$ cat config.mk
export PLATFORM = sky130hd
export DESIGN_NAME = softmax_unit_top
export DESIGN_NICKNAME = d
export VERILOG_FILES = /design/src/smu_pkg.sv /design/src/smu_ram.sv /design/src/smu_front.sv /design/src/smu_back.sv /design/src/softmax_unit_top.sv
export SDC_FILE = /design/constraint.sdc
export NUM_CORES = 2
export LEC_CHECK = 0
export BUFFER_PORTS_ARGS = -buffer_cell sky130_fd_sc_hd__buf_2
export CAP_MARGIN = 20
export CORE_MARGIN = 2
export CORE_UTILIZATION = 40
export CTS_CLUSTER_DIAMETER = 100
export DETAILED_ROUTE_END_ITERATION = 8
export GPL_TIMING_DRIVEN = 0
export PLACE_DENSITY = 0.65
export SETUP_SLACK_MARGIN = 0.2
export SYNTH_ARGS = -nofsm -noshare
export SYNTH_HDL_FRONTEND = slang
export SYNTH_HIERARCHICAL = 1
export SYNTH_SLANG_ARGS = --single-unit
$ cat constraint.sdc
create_clock -name i_clk -period 19.4 [get_ports i_clk]
set_clock_uncertainty 0.05 [all_clocks]
set_input_delay 2.91 -clock i_clk [delete_from_list [all_inputs] [get_ports i_clk]]
set_output_delay 2.91 -clock i_clk [all_outputs]
set_load 0.05 [all_outputs]
$ cat src/smu_pkg.sv
// Shared types, widths and exponential tables for the softmax unit.
// Depends on nothing; used by the front, back and top-level modules.
`default_nettype none
package smu_pkg;

    localparam int SCORE_W   = 16;
    localparam int PROB_W    = 16;
    localparam int POS_W     = 6;
    localparam int EXP_W     = 17;
    localparam int SUM_W     = 23;
    localparam int JOB_CNT_W = 7;
    localparam int DEF_MAX_LEN = 32;

    typedef struct packed {
        logic [JOB_CNT_W-1:0]      cnt;
        logic signed [SCORE_W-1:0] max_score;
        logic                      ovf;
    } t_job;

    function automatic logic [16:0] exp_int(input logic [4:0] k);
        logic [16:0] v;
        case (k)
            5'd0:    v = 17'd65536;
            5'd1:    v = 17'd24109;
            5'd2:    v = 17'd8869;
            5'd3:    v = 17'd3263;
            5'd4:    v = 17'd1200;
            5'd5:    v = 17'd442;
            5'd6:    v = 17'd162;
            5'd7:    v = 17'd60;
            5'd8:    v = 17'd22;
            5'd9:    v = 17'd8;
            5'd10:   v = 17'd3;
            5'd11:   v = 17'd1;
            default: v = 17'd0;
        endcase
        return v;
    endfunction

    function automatic logic [16:0] exp_hi(input logic [3:0] h);
        logic [16:0] v;
        case (h)
            4'd0:    v = 17'd65536;
            4'd1:    v = 17'd61565;
            4'd2:    v = 17'd57835;
            4'd3:    v = 17'd54331;
            4'd4:    v = 17'd51039;
            4'd5:    v = 17'd47947;
            4'd6:    v = 17'd45042;
            4'd7:    v = 17'd42313;
            4'd8:    v = 17'd39750;
            4'd9:    v = 17'd37341;
            4'd10:   v = 17'd35079;
            4'd11:   v = 17'd32954;
            4'd12:   v = 17'd30957;
            4'd13:   v = 17'd29081;
            4'd14:   v = 17'd27319;
            default: v = 17'd25664;
        endcase
        return v;
    endfunction

    function automatic logic [16:0] exp_lo(input logic [3:0] l);
        logic [16:0] v;
        case (l)
            4'd0:    v = 17'd65536;
            4'd1:    v = 17'd65280;
            4'd2:    v = 17'd65026;
            4'd3:    v = 17'd64772;
            4'd4:    v = 17'd64520;
            4'd5:    v = 17'd64268;
            4'd6:    v = 17'd64018;
            4'd7:    v = 17'd63768;
            4'd8:    v = 17'd63520;
            4'd9:    v = 17'd63272;
            4'd10:   v = 17'd63025;
            4'd11:   v = 17'd62780;
            4'd12:   v = 17'd62535;
            4'd13:   v = 17'd62291;
            4'd14:   v = 17'd62048;
            default: v = 17'd61806;
        endcase
        return v;
    endfunction

endpackage
`default_nettype wire

$ cat src/smu_ram.sv
// Generic single-write, single-read RAM with registered read data.
// No dependencies.
`default_nettype none
module smu_ram #(
    parameter int WIDTH = 16,
    parameter int DEPTH = 32
) (
    input  wire logic                     i_clk,
    input  wire logic                     i_we,
    input  wire logic [$clog2(DEPTH)-1:0] i_waddr,
    input  wire logic [WIDTH-1:0]         i_wdata,
    input  wire logic [$clog2(DEPTH)-1:0] i_raddr,
    output logic      [WIDTH-1:0]         o_rdata
);
    logic [WIDTH-1:0] r_mem [DEPTH];

    always_ff @(posedge i_clk) begin
        if (i_we) begin
            r_mem[i_waddr] <= i_wdata;
        end
        o_rdata <= r_mem[i_raddr];
    end
endmodule
`default_nettype wire

$ cat src/smu_front.sv
// Input side: stores scores, tracks maximum, count and overflow, and hands a job to the back.
// Depends on smu_pkg and smu_ram.
`default_nettype none
module smu_front #(
    parameter int MAX_LEN = smu_pkg::DEF_MAX_LEN
) (
    input  wire logic                         i_clk,
    input  wire logic                         i_rst_n,
    input  wire logic                         i_push,
    output logic                              o_full,
    input  wire logic signed [smu_pkg::SCORE_W-1:0] i_score,
    input  wire logic                         i_last_element,
    input  wire logic                         i_back_busy,
    input  wire logic                         i_take,
    output logic                              o_job_valid,
    output smu_pkg::t_job                     o_job,
    input  wire logic [$clog2(MAX_LEN)-1:0]   i_raddr,
    output logic [smu_pkg::SCORE_W-1:0]       o_rdata
);
    import smu_pkg::*;
    localparam int AW = $clog2(MAX_LEN);
    localparam int CW = $clog2(MAX_LEN + 1);

    logic [CW-1:0]             r_cnt, n_cnt;
    logic signed [SCORE_W-1:0] r_max, n_max;
    logic                      r_ovf, n_ovf;
    logic                      r_job_valid;
    t_job                      r_job;
    logic                      w_accept, w_store;

    assign o_full      = r_job_valid | i_back_busy;
    assign w_accept    = i_push & ~o_full;
    assign w_store     = w_accept & (r_cnt < CW'(MAX_LEN));
    assign o_job_valid = r_job_valid;
    assign o_job       = r_job;

    always_comb begin
        n_cnt = r_cnt;
        n_max = r_max;
        n_ovf = r_ovf;
        if (w_store) begin
            n_cnt = r_cnt + CW'(1);
            if (i_score > r_max) begin
                n_max = i_score;
            end
        end else if (w_accept) begin
            n_ovf = 1'b1;
        end
    end

    always_ff @(posedge i_clk) begin
        if (!i_rst_n) begin
            r_cnt       <= '0;
            r_max       <= {1'b1, {(SCORE_W-1){1'b0}}};
            r_ovf       <= 1'b0;
            r_job_valid <= 1'b0;
        end else begin
            if (i_take) begin
                r_job_valid <= 1'b0;
            end
            if (w_accept && i_last_element) begin
                r_job_valid <= 1'b1;
                r_job.cnt   <= JOB_CNT_W'(n_cnt);
                r_job.max_score <= n_max;
                r_job.ovf   <= n_ovf;
                r_cnt       <= '0;
                r_max       <= {1'b1, {(SCORE_W-1){1'b0}}};
                r_ovf       <= 1'b0;
            end else begin
                r_cnt <= n_cnt;
                r_max <= n_max;
                r_ovf <= n_ovf;
            end
        end
    end

    smu_ram #(.WIDTH(SCORE_W), .DEPTH(MAX_LEN)) u_score_ram (
        .i_clk   (i_clk),
        .i_we    (w_store),
        .i_waddr (r_cnt[AW-1:0]),
        .i_wdata (i_score),
        .i_raddr (i_raddr),
        .o_rdata (o_rdata)
    );
endmodule
`default_nettype wire

$ cat src/smu_back.sv
// Processing side: exponential pass with running sum, then a divide pass emitting results.
// Depends on smu_pkg and smu_ram.
`default_nettype none
module smu_back #(
    parameter int MAX_LEN = smu_pkg::DEF_MAX_LEN
) (
    input  wire logic                         i_clk,
    input  wire logic                         i_rst_n,
    input  wire logic                         i_job_valid,
    input  smu_pkg::t_job                     i_job,
    output logic                              o_take,
    output logic                              o_busy,
    output logic [$clog2(MAX_LEN)-1:0]        o_raddr,
    input  wire logic [smu_pkg::SCORE_W-1:0]  i_rdata,
    input  wire logic                         i_pop,
    output logic                              o_empty,
    output logic [smu_pkg::PROB_W-1:0]        o_probability,
    output logic [smu_pkg::POS_W-1:0]         o_position,
    output logic                              o_last_result,
    output logic                              o_truncated
);
    import smu_pkg::*;
    localparam int AW = $clog2(MAX_LEN);
    localparam int CW = $clog2(MAX_LEN + 1);

    localparam logic [2:0] S_IDLE = 3'd0;
    localparam logic [2:0] S_EXP  = 3'd1;
    localparam logic [2:0] S_DRD  = 3'd2;
    localparam logic [2:0] S_DLD  = 3'd3;
    localparam logic [2:0] S_DIT  = 3'd4;
    localparam logic [2:0] S_DOUT = 3'd5;

    logic [2:0]                r_state;
    logic [CW-1:0]             r_cnt, r_iss;
    logic signed [SCORE_W-1:0] r_max;
    logic                      r_ovf;
    logic [SUM_W-1:0]          r_sum;
    logic                      r_v0, r_va, r_vb;
    logic [AW-1:0]             r_i0, r_ia, r_ib, r_didx;
    logic [33:0]               r_p1;
    logic [33:0]               r_p2;
    logic [3:0]                r_la;
    logic                      r_za, r_zb;
    logic [SUM_W:0]            r_rem;
    logic [17:0]               r_nb, r_q;
    logic [1:0]                r_it;
    logic                      r_out_valid;
    logic [PROB_W-1:0]         r_prob;
    logic [POS_W-1:0]          r_pos;
    logic                      r_olast, r_otrunc;

    logic                      w_issue, w_we;
    logic signed [SCORE_W:0]   w_d;
    logic [SCORE_W:0]          w_n;
    logic [33:0]               w_p1, w_p2;
    logic [16:0]               w_t, w_e;
    logic [EXP_W-1:0]          w_exp_rd;
    logic [AW-1:0]             w_eraddr;
    logic [SUM_W:0]            w_rem;
    logic [17:0]               w_nb, w_q;
    logic                      w_slot;
    logic                      w_emit;

    assign o_busy  = (r_state == S_EXP);
    assign o_take  = (r_state == S_IDLE) & i_job_valid;
    assign w_issue = (r_state == S_EXP) & (r_iss < r_cnt);
    assign o_raddr = r_iss[AW-1:0];
    assign w_slot  = ~r_out_valid | i_pop;
    assign w_emit  = (r_state == S_DOUT) & w_slot;

    always_comb begin
        w_d  = $signed({i_rdata[SCORE_W-1], i_rdata}) - $signed({r_max[SCORE_W-1], r_max});
        w_n  = (SCORE_W+1)'(-w_d);
        w_p1 = 34'(exp_int((w_n[15:12] == 4'd0) ? w_n[12:8] : 5'd31) *
                    exp_hi(w_n[7:4]));
        w_t  = 17'((r_p1 + 34'd32768) >> 16);
        w_p2 = 34'(w_t * exp_lo(r_la));
        w_e  = r_zb ? 17'd0 : 17'((r_p2 + 34'd32768) >> 16);
        w_we = r_vb;
    end

    always_comb begin
        w_rem = r_rem;
        w_nb  = r_nb;
        w_q   = r_q;
        for (int j = 0; j < 6; j++) begin
            w_rem = {w_rem[SUM_W-1:0], w_nb[17]};
            w_nb  = {w_nb[16:0], 1'b0};
            if (w_rem >= {1'b0, r_sum}) begin
                w_rem = w_rem - {1'b0, r_sum};
                w_q   = {w_q[16:0], 1'b1};
            end else begin
                w_q   = {w_q[16:0], 1'b0};
            end
        end
    end

    assign w_eraddr = (r_state == S_EXP) ? r_ib : r_didx;

    always_ff @(posedge i_clk) begin
        r_i0 <= r_iss[AW-1:0];
        r_ia <= r_i0;
        r_ib <= r_ia;
        r_p1 <= w_p1;
        r_la <= w_n[3:0];
        r_za <= (w_n > (SCORE_W+1)'(4096));
        r_p2 <= w_p2;
        r_zb <= r_za;
        if (!i_rst_n) begin
            r_state     <= S_IDLE;
            r_v0        <= 1'b0;
            r_va        <= 1'b0;
            r_vb        <= 1'b0;
            r_out_valid <= 1'b0;
        end else begin
            r_v0 <= w_issue;
            r_va <= r_v0;
            r_vb <= r_va;
            if (w_emit) begin
                r_out_valid <= 1'b1;
            end else if (i_pop) begin
                r_out_valid <= 1'b0;
            end
            unique case (r_state)
                S_IDLE: begin
                    if (i_job_valid) begin
                        r_cnt   <= CW'(i_job.cnt);
                        r_max   <= i_job.max_score;
                        r_ovf   <= i_job.ovf;
                        r_iss   <= '0;
                        r_sum   <= '0;
                        r_didx  <= '0;
                        r_state <= S_EXP;
                    end
                end
                S_EXP: begin
                    if (w_issue) begin
                        r_iss <= r_iss + CW'(1);
                    end
                    if (r_vb) begin
                        r_sum <= r_sum + SUM_W'(w_e);
                    end
                    if (!w_issue && !r_v0 && !r_va && !r_vb) begin
                        r_state <= S_DRD;
                    end
                end
                S_DRD: begin
                    r_state <= S_DLD;
                end
                S_DLD: begin
                    r_rem   <= (SUM_W+1)'(w_exp_rd[16:2]);
                    r_nb    <= {w_exp_rd[1:0], 16'd0};
                    r_q     <= '0;
                    r_it    <= '0;
                    r_state <= S_DIT;
                end
                S_DIT: begin
                    r_rem <= w_rem;
                    r_nb  <= w_nb;
                    r_q   <= w_q;
                    r_it  <= r_it + 2'd1;
                    if (r_it == 2'd2) begin
                        r_state <= S_DOUT;
                    end
                end
                S_DOUT: begin
                    if (w_slot) begin
                        r_prob   <= (r_sum == '0) ? '0 :
                                    (r_q > 18'd65535) ? 16'hffff : r_q[15:0];
                        r_pos    <= POS_W'(r_didx);
                        r_olast  <= (CW'(r_didx) + CW'(1) == r_cnt);
                        r_otrunc <= r_ovf;
                        r_didx   <= r_didx + AW'(1);
                        r_state  <= (CW'(r_didx) + CW'(1) == r_cnt) ? S_IDLE : S_DRD;
                    end
                end
                default: r_state <= S_IDLE;
            endcase
        end
    end

    assign o_empty       = ~r_out_valid;
    assign o_probability = r_prob;
    assign o_position    = r_pos;
    assign o_last_result = r_olast;
    assign o_truncated   = r_otrunc;

    smu_ram #(.WIDTH(EXP_W), .DEPTH(MAX_LEN)) u_exp_ram (
        .i_clk   (i_clk),
        .i_we    (w_we),
        .i_waddr (r_ib),
        .i_wdata (w_e),
        .i_raddr (w_eraddr),
        .o_rdata (w_exp_rd)
    );
endmodule
`default_nettype wire

$ cat src/softmax_unit_top.sv
// Top level of the softmax unit: front (loading) and back (exp and divide passes).
// Depends on smu_pkg, smu_front, smu_back and smu_ram.
//
//   Channel   Handshake          Beat contents
//   input     i_push / o_full    i_score, i_last_element
//   result    o_empty / i_pop    o_probability, o_position, o_last_result, o_truncated
//
// Loading takes one element per cycle while o_full is low. After the last element, the exp
// pass streams the N stored elements through the score RAM read and two multiplier stages, and
// the divide pass produces one result at a time (exp RAM read, three 6-bit divider steps).
// Reset is synchronous and clears all control state; the RAMs need no clearing.
// The next vector loads during the divide pass; a held result stalls only the back.
`default_nettype none
module softmax_unit_top #(
    parameter int MAX_LEN = smu_pkg::DEF_MAX_LEN
) (
    input  wire logic                               i_clk,
    input  wire logic                               i_rst_n,
    input  wire logic                               i_push,
    output logic                                    o_full,
    input  wire logic signed [smu_pkg::SCORE_W-1:0] i_score,
    input  wire logic                               i_last_element,
    input  wire logic                               i_pop,
    output logic                                    o_empty,
    output logic [smu_pkg::PROB_W-1:0]              o_probability,
    output logic [smu_pkg::POS_W-1:0]               o_position,
    output logic                                    o_last_result,
    output logic                                    o_truncated
);
    import smu_pkg::*;

    logic                       w_busy, w_take, w_job_valid;
    t_job                       w_job;
    logic [$clog2(MAX_LEN)-1:0] w_raddr;
    logic [SCORE_W-1:0]         w_rdata;

    smu_front #(.MAX_LEN(MAX_LEN)) u_front (
        .i_clk          (i_clk),
        .i_rst_n        (i_rst_n),
        .i_push         (i_push),
        .o_full         (o_full),
        .i_score        (i_score),
        .i_last_element (i_last_element),
        .i_back_busy    (w_busy),
        .i_take         (w_take),
        .o_job_valid    (w_job_valid),
        .o_job          (w_job),
        .i_raddr        (w_raddr),
        .o_rdata        (w_rdata)
    );

    smu_back #(.MAX_LEN(MAX_LEN)) u_back (
        .i_clk         (i_clk),
        .i_rst_n       (i_rst_n),
        .i_job_valid   (w_job_valid),
        .i_job         (w_job),
        .o_take        (w_take),
        .o_busy        (w_busy),
        .o_raddr       (w_raddr),
        .i_rdata       (w_rdata),
        .i_pop         (i_pop),
        .o_empty       (o_empty),
        .o_probability (o_probability),
        .o_position    (o_position),
        .o_last_result (o_last_result),
        .o_truncated   (o_truncated)
    );
endmodule
`default_nettype wire

==> qor.yml <==
vias: 52191
wl_per_cell_um: 22.0
grt_pass1_vias: 52178
syn_avg_cell_area_um2: 12.1
final.min_clock_period_ns: 18.81
die_w_um: 448
fmax_mhz: 53.2
cts_tree: "done"
worstMarginPinSlew_ns: 1.11
grt_pass1_wl_um: 315000
maxCapViolCount: 0
overflow: 0
yosys_warnings: 6
drc: 0
worst-path-max-fanout: 10
cp-end-kind: "flip-flop"
coreArea_um2: 195000
worstHoldPathType: "flip-flop to flip-flop"
cts_made_buffers: 144
grt_util_all_layers_pct: 20.6
drive_gt1_share_pct: 10.7
utilization_pct: 45.4
setup_viol: 0
antenna_found_initial: 12
period_share_pct: 96.9
initial_utilization_pct: 40.3
critPathArrivalTime_ns: 19.20
crit_top_cell: "a21o_1"
area_growth_pct: 12.6
fin_nets: 7638
rr_startpoint: "u_back/r_sum[21]"
place.gp.congestion: 0.919
syn_inst: 6481
status: "finished clean"
ioPinCount: 47
cts.htree.levels: 4
finalHoldViolCount: 0
cp_slowest_cell: "a2111o_1"
nFillCells: 17497
holdWs_ns: 0.276
most-common-layout-cells: "edfxtp_1, inv_1, mux2i_1"
path_clk_slew_ns: 0.06
layout_commonest_cell: "edfxtp_1"
clk_path_buf_depth: 3
grt_max_degree: 35
drtPass1Iterations: 6
regArea_um2: 38800
synth.cell_area_um2: 78700
path_class: "flip-flop to flip-flop"
port_buffers: 45
antenna_left: 0
synthesis.nets: 7356
cts.sink_count: 1334
placementRows: 162
multiInputGateArea_um2: 36600
slew_headroom_pct: 26.1
finalSetupTns_ns: 0
drt_iter0_markers: 4783
clkLatencyLatePin_ns: 0.80
cts_root_buf: "clkbuf_16"
cp_slowest_stage_delay_ns: 0.51
setup.worst_path.start: "u_back/r_sum[21]"
postCtsHoldBufs: 0
viasPerCell: 5.49
rsz0062_at_grt: "no"
drv_slew: 0
dp_hpwl_um: 153000
crit_required_ns: 19.79
worstHoldStart: "u_back/r_i0[2]"
wl_um: 209000
cp-start-kind: "flip-flop"
dieArea_um2: 200000
die_h_um: 448
==> path summary, 6_finish.rpt <==
path | cells after the start | slack [ns] | end
hold reg to reg | 0 | 0.28 | u_back/r_ia[2]
setup reg to reg | 77 | 0.59 | u_back/r_rem[15]
setup / recovery | 77 | 0.59 | u_back/r_rem[15]
hold / removal | 0 | 0.28 | u_back/r_ia[2]
==> through the flow <==
step	setup slack, ns	cell area, um^2	instances
after floorplan	2.73	78700	6481
after global placement	-2.89	82200	9150
after detailed placement	-2.99	83500	9213
after CTS	0.207	88300	9490
after global routing	0.162	88600	9504
final	0.593	88600	9506
==> sequential cells by signal, indices dropped and copies added, names as in the netlist, 2 cells and up, named ones only <==
| name | count |
|---|---|
| u_back/u_exp_ram/r_mem | 544 |
| u_back/r_didx | 5 |
| u_back/r_max | 16 |
| u_back/r_cnt | 6 |
| u_back/r_state | 3 |
| u_back/r_sum | 23 |
| u_back/r_i0 | 5 |
| u_back/u_exp_ram/o_rdata | 17 |
| u_back/r_q | 18 |
| u_front/u_score_ram/r_mem | 512 |
| u_back/r_p1 | 18 |
| u_front/u_score_ram/o_rdata | 16 |
| u_back/r_p2 | 18 |
| u_back/r_ib | 5 |
| u_back/o_position | 5 |
| u_back/o_probability | 16 |
| u_front/r_max | 16 |
| u_back/r_ia | 5 |
| u_front/o_job | 23 |
| u_back/r_nb | 2 |
| u_back/r_rem | 23 |
| u_front/r_cnt | 6 |
| u_back/r_iss | 6 |
| u_back/r_it | 2 |
==> area by class of cell <==
cell class / instances / area share (%)
flip-flops and latches: 1334 / 43.7
multi-input cells: 4280 / 41.3
clock buffers: 192 / 4.43
well taps: 2624 / 3.70
inverters: 601 / 2.60
plain buffers: 266 / 1.87
repair buffers: 136 / 1.61
clock inverters: 70 / 0.744
diodes: 3 / 0.00847
==> metal layers <==
metal | vias up | share of wire (%) | global-route usage, % | wire length (um)
li1 | 23821 | - | - | -
met4 | 8 | 2.9 | 6.31 | 6150
met3 | 343 | 7.2 | 3.32 | 15000
met1 | 26182 | 43 | 28.6 | 90600
met2 | 1837 | 46 | 33.1 | 97100
met5 | - | 0.022 | 0 | 45
==> critical path, delay by kind of cell (launching register included) <==
family,cells,cell delay [ns]
AND/OR/NAND/NOR,9,1.50
buffers and inverters,15,2.96
flip-flops,1,0.41
adder cells (fa/ha/maj),6,2.09
AO/OA/AOI/OAI,43,10.04
multiplexers,4,1.41
==> repair_timing <==
item,CTS,global route
cloned,0,0
endpoints found under the setup margin,24,24
pin swaps,2,7
resized for setup,40,52
buffers inserted,15,11
Power is not shown: default switching activity piles up to over one toggle a cycle in this logic, so the estimate is an artifact.
